**src/rtl/fpcr_pkg.sv**
```systemverilog
package fpcr_pkg;

	// Frame markers
	localparam logic [7:0] MARK_SOH = 8'h01;
	localparam logic [7:0] MARK_STX = 8'h02;
	localparam logic [7:0] MARK_ETX = 8'h03;
	localparam logic [7:0] MARK_EOT = 8'h04;

	// CRC-16/MODBUS
	localparam logic [15:0] CRC_INIT = 16'hFFFF;
	localparam logic [15:0] CRC_POLY = 16'hA001;

	typedef enum logic [2:0] {
		ST_NONE    = 3'd0,
		ST_PAYLOAD = 3'd1,
		ST_GOOD    = 3'd2,
		ST_BAD     = 3'd3,
		ST_ABORT   = 3'd4
	} status_t;

	// One result beat
	typedef struct packed {
		status_t    status;
		logic [7:0] payload_byte;
		logic [7:0] frame_length;
	} result_t;

endpackage

```
**src/rtl/fpcr_rx_if.sv**
```systemverilog
interface fpcr_rx_if;
	logic       valid;
	logic       ready;
	logic [7:0] rx_byte;

	modport source (output valid, output rx_byte, input ready);
	modport sink   (input valid, input rx_byte, output ready);
endinterface

```
**src/rtl/fpcr_res_if.sv**
```systemverilog
interface fpcr_res_if;
	logic              valid;
	logic              ready;
	fpcr_pkg::status_t status;
	logic [7:0]        payload_byte;
	logic [7:0]        frame_length;

	modport source (output valid, output status, output payload_byte, output frame_length,
		input ready);
	modport sink   (input valid, input status, input payload_byte, input frame_length,
		output ready);
endinterface

```
**src/rtl/fpcr_crc_byte.sv**
```systemverilog
module fpcr_crc_byte (
	input  logic [15:0] crc_in,
	input  logic [7:0]  data,
	output logic [15:0] crc_out
);
	import fpcr_pkg::*;

	// Fold one byte in, LSB first, reflected polynomial
	always_comb begin
		logic [15:0] c;
		c = crc_in ^ {8'h00, data};
		for (int k = 0; k < 8; k++) begin
			if (c[0]) begin
				c = (c >> 1) ^ CRC_POLY;
			end else begin
				c = c >> 1;
			end
		end
		crc_out = c;
	end

endmodule

```
**src/rtl/fpcr_parser.sv**
```systemverilog
module fpcr_parser (
	input  logic              clk,
	input  logic              arst_n,
	input  logic              en,
	input  logic [7:0]        rx_byte,
	output fpcr_pkg::result_t result
);
	import fpcr_pkg::*;

	logic [8:0]  pos_q;
	logic [7:0]  len_q;
	logic [15:0] crc_q;
	logic [7:0]  crc_hi_q;
	logic [7:0]  crc_lo_q;

	logic [8:0]  etx_pos;
	logic [15:0] crc_next;
	logic [8:0]  pos_d;
	logic [7:0]  len_d;
	logic [15:0] crc_d;
	logic [7:0]  crc_hi_d;
	logic [7:0]  crc_lo_d;

	fpcr_crc_byte u_crc (
		.crc_in  (crc_q),
		.data    (rx_byte),
		.crc_out (crc_next)
	);

	assign etx_pos = {1'b0, len_q} + 9'd3;

	// Decode the byte against the frame position
	always_comb begin
		pos_d    = pos_q;
		len_d    = len_q;
		crc_d    = crc_q;
		crc_hi_d = crc_hi_q;
		crc_lo_d = crc_lo_q;
		result   = '{status: ST_NONE, payload_byte: 8'h00, frame_length: 8'h00};
		if (pos_q == 9'd0) begin
			if (rx_byte == MARK_SOH) begin
				pos_d = 9'd1;
			end
		end else if (pos_q == 9'd1) begin
			len_d = rx_byte;
			if (rx_byte == 8'h00) begin
				pos_d         = 9'd0;
				result.status = ST_ABORT;
			end else begin
				pos_d = 9'd2;
			end
		end else if (pos_q == 9'd2) begin
			if (rx_byte == MARK_STX) begin
				crc_d = CRC_INIT;
				pos_d = 9'd3;
			end else begin
				pos_d         = 9'd0;
				result.status = ST_ABORT;
			end
		end else if (pos_q < etx_pos) begin
			crc_d               = crc_next;
			result.status       = ST_PAYLOAD;
			result.payload_byte = rx_byte;
			pos_d               = pos_q + 9'd1;
		end else if (pos_q == etx_pos) begin
			if (rx_byte == MARK_ETX) begin
				pos_d = pos_q + 9'd1;
			end else begin
				pos_d         = 9'd0;
				result.status = ST_ABORT;
			end
		end else if (pos_q == etx_pos + 9'd1) begin
			crc_hi_d = rx_byte;
			pos_d    = pos_q + 9'd1;
		end else if (pos_q == etx_pos + 9'd2) begin
			crc_lo_d = rx_byte;
			pos_d    = pos_q + 9'd1;
		end else if (pos_q == etx_pos + 9'd3 && rx_byte == MARK_EOT) begin
			result.status       = ({crc_hi_q, crc_lo_q} == crc_q) ? ST_GOOD : ST_BAD;
			result.frame_length = len_q;
			pos_d               = 9'd0;
		end else begin
			pos_d         = 9'd0;
			result.status = ST_ABORT;
		end
	end

	// Advance frame state on each consumed beat
	always_ff @(posedge clk or negedge arst_n) begin
		if (!arst_n) begin
			pos_q    <= 9'd0;
			len_q    <= 8'h00;
			crc_q    <= CRC_INIT;
			crc_hi_q <= 8'h00;
			crc_lo_q <= 8'h00;
		end else if (en) begin
			pos_q    <= pos_d;
			len_q    <= len_d;
			crc_q    <= crc_d;
			crc_hi_q <= crc_hi_d;
			crc_lo_q <= crc_lo_d;
		end
	end

endmodule

```
**src/rtl/framed_packet_crc_receiver_top.sv**
```systemverilog
// Framed packet receiver: takes one serial byte per beat on rx and returns exactly one
// result beat on res for every byte, in order. Frames are SOH, length (1..255), STX,
// payload, ETX, CRC high, CRC low, EOT; payload bytes come out as they arrive (status 1,
// tentative), and EOT gives frame good (2) or CRC mismatch (3) with the length. A byte
// that breaks the layout gives a framing abort (4) and returns to idle; idle ignores
// everything but SOH (status 0). Throughput is one byte per clock with no gaps while
// res is ready. The byte lands in the input register when rx accepts it and moves into
// the result register when the output stage advances; res valid rises with that load.
// The cycle time is set by the byte-wide CRC-16/MODBUS update and the frame position
// compare between those two registers. Backpressure on res stalls both stages.
module framed_packet_crc_receiver_top (
	input logic       clk,
	input logic       arst_n,
	fpcr_rx_if.sink   rx,
	fpcr_res_if.source res
);
	import fpcr_pkg::*;

	logic       v_s1;
	logic [7:0] byte_s1;
	logic       v_s2;
	result_t    res_s2;
	result_t    parsed;
	logic       adv;

	// Stage 2 moves when empty or drained
	assign adv      = !v_s2 || res.ready;
	assign rx.ready = !v_s1 || adv;

	fpcr_parser u_parser (
		.clk     (clk),
		.arst_n  (arst_n),
		.en      (v_s1 && adv),
		.rx_byte (byte_s1),
		.result  (parsed)
	);

	// Capture input beat
	always_ff @(posedge clk or negedge arst_n) begin
		if (!arst_n) begin
			v_s1 <= 1'b0;
		end else if (rx.valid && rx.ready) begin
			v_s1 <= 1'b1;
		end else if (adv) begin
			v_s1 <= 1'b0;
		end
	end

	always_ff @(posedge clk) begin
		if (rx.valid && rx.ready) begin
			byte_s1 <= rx.rx_byte;
		end
	end

	// Hold result until taken
	always_ff @(posedge clk or negedge arst_n) begin
		if (!arst_n) begin
			v_s2 <= 1'b0;
		end else if (adv) begin
			v_s2 <= v_s1;
		end
	end

	always_ff @(posedge clk) begin
		if (adv) begin
			res_s2 <= parsed;
		end
	end

	assign res.valid        = v_s2;
	assign res.status       = res_s2.status;
	assign res.payload_byte = res_s2.payload_byte;
	assign res.frame_length = res_s2.frame_length;

endmodule

```
**src/flat_wrapper.sv**
```systemverilog
// flat-port wrapper written by rule: the top's interface ports become plain ports
module framed_packet_crc_receiver_top_flat import fpcr_pkg::*;
  (clk, arst_n, rx_valid, rx_rx_byte, rx_ready, res_valid, res_status, res_payload_byte, res_frame_length, res_ready);
  fpcr_rx_if rx_i ();
  fpcr_res_if res_i ();
  input logic clk;
  input logic arst_n;
  input wire logic [$bits(rx_i.valid)-1:0] rx_valid;
  input wire logic [$bits(rx_i.rx_byte)-1:0] rx_rx_byte;
  output wire logic [$bits(rx_i.ready)-1:0] rx_ready;
  output wire logic [$bits(res_i.valid)-1:0] res_valid;
  output wire logic [$bits(res_i.status)-1:0] res_status;
  output wire logic [$bits(res_i.payload_byte)-1:0] res_payload_byte;
  output wire logic [$bits(res_i.frame_length)-1:0] res_frame_length;
  input wire logic [$bits(res_i.ready)-1:0] res_ready;
  assign rx_i.valid = rx_valid;
  assign rx_i.rx_byte = rx_rx_byte;
  assign rx_ready = rx_i.ready;
  assign res_valid = res_i.valid;
  assign res_status = res_i.status;
  assign res_payload_byte = res_i.payload_byte;
  assign res_frame_length = res_i.frame_length;
  assign res_i.ready = res_ready;
  framed_packet_crc_receiver_top u_core (.clk(clk), .arst_n(arst_n), .rx(rx_i), .res(res_i));
endmodule
```
**config.mk**
```make
export PLATFORM = sky130hd
export DESIGN_NAME = framed_packet_crc_receiver_top_flat
export DESIGN_NICKNAME = d
export VERILOG_FILES = /design/src/rtl/fpcr_pkg.sv /design/src/rtl/fpcr_rx_if.sv /design/src/rtl/fpcr_res_if.sv /design/src/rtl/fpcr_crc_byte.sv /design/src/rtl/fpcr_parser.sv /design/src/rtl/framed_packet_crc_receiver_top.sv /design/src/flat_wrapper.sv
export SDC_FILE = /design/constraint.sdc
export NUM_CORES = 1
export LEC_CHECK = 0
export BUFFER_PORTS_ARGS = -buffer_cell sky130_fd_sc_hd__buf_4
export CORE_ASPECT_RATIO = 1.1
export CORE_MARGIN = 4
export CORE_UTILIZATION = 53
export DETAILED_ROUTE_END_ITERATION = 8
export PLACE_DENSITY = 0.75
export SYNTH_ARGS = -nofsm -noshare
export SYNTH_HDL_FRONTEND = slang
export SYNTH_HIERARCHICAL = 1
export SYNTH_SLANG_ARGS = --single-unit
export TNS_END_PERCENT = 20
```
**constraint.sdc**
```tcl
create_clock -name clk -period 4.3 [get_ports clk]
set_clock_uncertainty 0.2 [all_clocks]
set_input_delay 0 -clock clk [delete_from_list [all_inputs] [get_ports clk]]
set_output_delay 0 -clock clk [all_outputs]
set_load 0.05 [all_outputs]
```
==> run_results.csv <==
group,metric,value,unit
run_status,status,"finished, final reports clean",
critical_path,startpoint_type,"register",
clock_tree,htreeDepth,3,
global_route,grt_pass1_wl,19.48,mm
placed_design,gp_congestion,0.9937,
critical_path,crit_buf_inv,3,
routing,drcViolationCount,0,
yosys,synth-edff-count,27,
floorplanning,fp.coreArea,9009,um2
sta,drv_slew,0,
critical_path,crit_chain,"inv_1, ha_1, nor2b_1, xor2_4, inv_2, ha_1, and3_1, nand3_1, a21oi_1, a2111oi_2, nand2_1, a221o_1, buf_4, o21ai_0",
critical_path,crit_path_frequent_cell,"ha_1",
floorplanning,fp.dieH,109.5,um
sta,finalCriticalPeriod,3937,ps
critical_path,end_kind,"register",
critical_path,worstPathArrival,3990,ps
yosys,netlist_area,4967,um2
routing,wirelength,11.97,mm
critical_path,ff2ff_setup_slack,360,ps
routing,dr.pass1.iters,5,
finish,final_nets,560,
power_and_ir_drop,power.density,775.6,nW/um2
sta,holdWs,20.26,ps
sta,grt_setup_unrepaired,"no",
yosys,postSynthAreaPerCell,10.16,um2
yosys,seq_area_frac_synth,42.42,%
routing,wl_per_cell,18.50,um
floorplanning,num_rows,36,
global_route,antenna_found_initial,0,
critical_path,critPathSlowestCell,"a2111oi_2",
yosys,syn_inst,489,
power_and_ir_drop,vdd_ir_drop_max,618.0,uV
sta,finalCritPeriodShare,91.56,%
power_and_ir_drop,cellLeakagePower,2.343,nW
floorplanning,die_w,100.3,um
yosys,synth_common_cells,"xnor2_1, nand2_1, nor2_1",
critical_path,cpLargestDelayFamily,"compound AO/OA/AOI/OAI gates",
global_route,grt_use_total,22.84,%
finish,syn2layout_area_growth,13.02,%
clock_tree,cts_setup_buffers,0,
worst_hold_path,hold_path.class,"input port to async pin",
routing,vias_per_cell,5.986,
sta,finalSetupViolCount,0,
placed_design,dp_hpwl,8.537,mm
yosys,post-synth-top-count-cell,"xnor2_1",
sta,tns,0,ps
sta,max_freq,0.2540,GHz
critical_path,r2r.worst_path.cells,14,
yosys,synth_area_leaders,"dfrtp_1, edfxtp_1, dfstp_2",
clock_tree,clk_latency,350,ps
placed_design,portBuffers,32,
clock_tree,cts_tree,"yes",
floorplanning,dieArea,10990,um2
floorplanning,num_io_pins,33,
sta,tightest_slew,794.3,ps
yosys,ys_ff_latch,78,
critical_path,r2r-start,"u_core/u_parser/len_q[0]",
global_route,grt_pass1_vias,3776,
critical_path,cp.required,4360,ps
yosys,ys_async_sr_fraction,65.38,%
run,maxCapViolCount,0,
clock_tree,cts_buffers,9,
yosys,synth.distinct_cells,69,
critical_path,cp_slowest_stage_delay,530,ps
finish,fillCellCount,736,
critical_path,cp-startpoint,"u_core/u_parser/len_q[0]",
clock_tree,root_buffer,"clkbuf_8",
critical_path,r2r_end,"u_core/u_parser/crc_q[7]",
finish,antenna_cells,0,
global_route,grt_start_max_net_pins,52,
critical_path,worstSetupEndpoint,"u_core/u_parser/crc_q[7]",
clock_tree,cts.sinks,78,
critical_path,path_max_fanout,32,
critical_path,path_depth,14,
sta,finalHoldViolCount,0,
routing,vias,3873,
yosys,syn_nets,521,
finish,fin_util,62.32,%
floorplanning,start_util,55.14,%
clock_tree,clock_path_buffers,2,
yosys,synth_flop_cell,"dfrtp_1",
yosys,ys_warn_count,6,
routing,dr.first_iter.drc_count,243,
routing,drtAntennaViolNets,0,
power_and_ir_drop,power.total,0.004355,W
finish,drive_gt1_share,21.95,%
clock_tree,path_clk_slew,90,ps
yosys,synth_top_area_share,17.63,%
global_route,overflow,0,
critical_path,critPathKind,"register to register",
sta,maxSlewHeadroom,46.56,%
yosys,synth_top_area_cell,"dfrtp_1",
## state kept, by name, indices dropped and copies added (netlist names)
name and cells:
u_core/res.frame_length 8, u_core/res.valid 1, u_core/u_parser/len_q 8, u_core/u_parser/crc_hi_q 8
u_core/u_parser/crc_q 16, u_core/byte_s1 8, u_core/res.payload_byte 8, u_core/res.status 3
u_core/u_parser/pos_q 9, u_core/u_parser/crc_lo_q 8, u_core/v_s1 1
## repair_timing
action / in CTS / in global routing
setup endpoints to repair: 0 / 31
gates resized for setup: 0 / 3
hold buffers: 12 / 0
hold endpoints to repair: 68 / 0
## worst min path at each step
stage	slack, ps	depth (start not counted)	end
2_1_floorplan	-500	0	u_core/res.valid
3_3_place_gp	-140	1	u_core/u_parser/crc_hi_q[6]
3_5_place_dp	-130	1	u_core/u_parser/crc_hi_q[0]
4_1_cts	30	2	u_core/u_parser/crc_lo_q[5]
5_1_grt	70	2	u_core/u_parser/crc_hi_q[6]
6_report	20	2	u_core/u_parser/crc_hi_q[6]
## kinds of logic after synthesis
kind of cell    after synthesis  synth area share [%]
simple gates                180                 18.79
compound gates               79                 10.63
flops                        78                 42.42
xor+xnor                     65                 13.27
buf+inv                      44                 4.080
mux                          23                 5.768
fa+ha+maj                    20                 5.038
## per-stage QoR
step | setup slack [ps] | cells | cell area [um2]
2_1_floorplan | 499.4 | 489 | 4967
3_3_place_gp | 316.1 | 619 | 5311
3_5_place_dp | 163.5 | 619 | 5311
4_1_cts | 141.7 | 647 | 5598
5_1_grt | 85.94 | 647 | 5614
6_report | 363.0 | 647 | 5614
## per-layer routing
metal	wire length [um]	global-route usage (%)	part of all wire, %
met3	809	4.315	6.8
met4	246	7.507	2.1
met1	5056	30.56	42
met5	0	0	0
met2	5856	37.55	49
## power breakdown
part / switching [W] / total, W / internal [W]
sequential: 0.000230 / 0.00126 / 0.00103
combinational: 0.00149 / 0.00261 / 0.00112
clock: 0.000268 / 0.000480 / 0.000211
## layout make-up
type,instances,area (um2),share of cell area [%]
Clock buffer,11,131.4,2.340
Clock inverter,5,35.03,0.6240
Inverter,14,52.55,0.9360
Multi-Input combinational cell,367,2680,47.74
Sequential cell,78,2107,37.53
Tap cell,114,142.6,2.541
Timing Repair Buffer,58,465.4,8.291
## cell usage in the layout (no fill, tap or decap), types with 16 or more instances in the layout
| cell type | Yosys | layout |
|---|---|---|
| xnor2_1 | 47 | 47 |
| nor2_1 | 39 | 39 |
| nand2_1 | 46 | 46 |
| dfstp_2 | 16 | 16 |
| dfrtp_1 | 35 | 35 |
| buf_4 | 7 | 46 |
| nand3_1 | 19 | 19 |
| o21ai_0 | 26 | 26 |
| ha_1 | 20 | 20 |
| edfxtp_1 | 27 | 27 |
No activity file was read; power rests on OpenSTA's default activity.
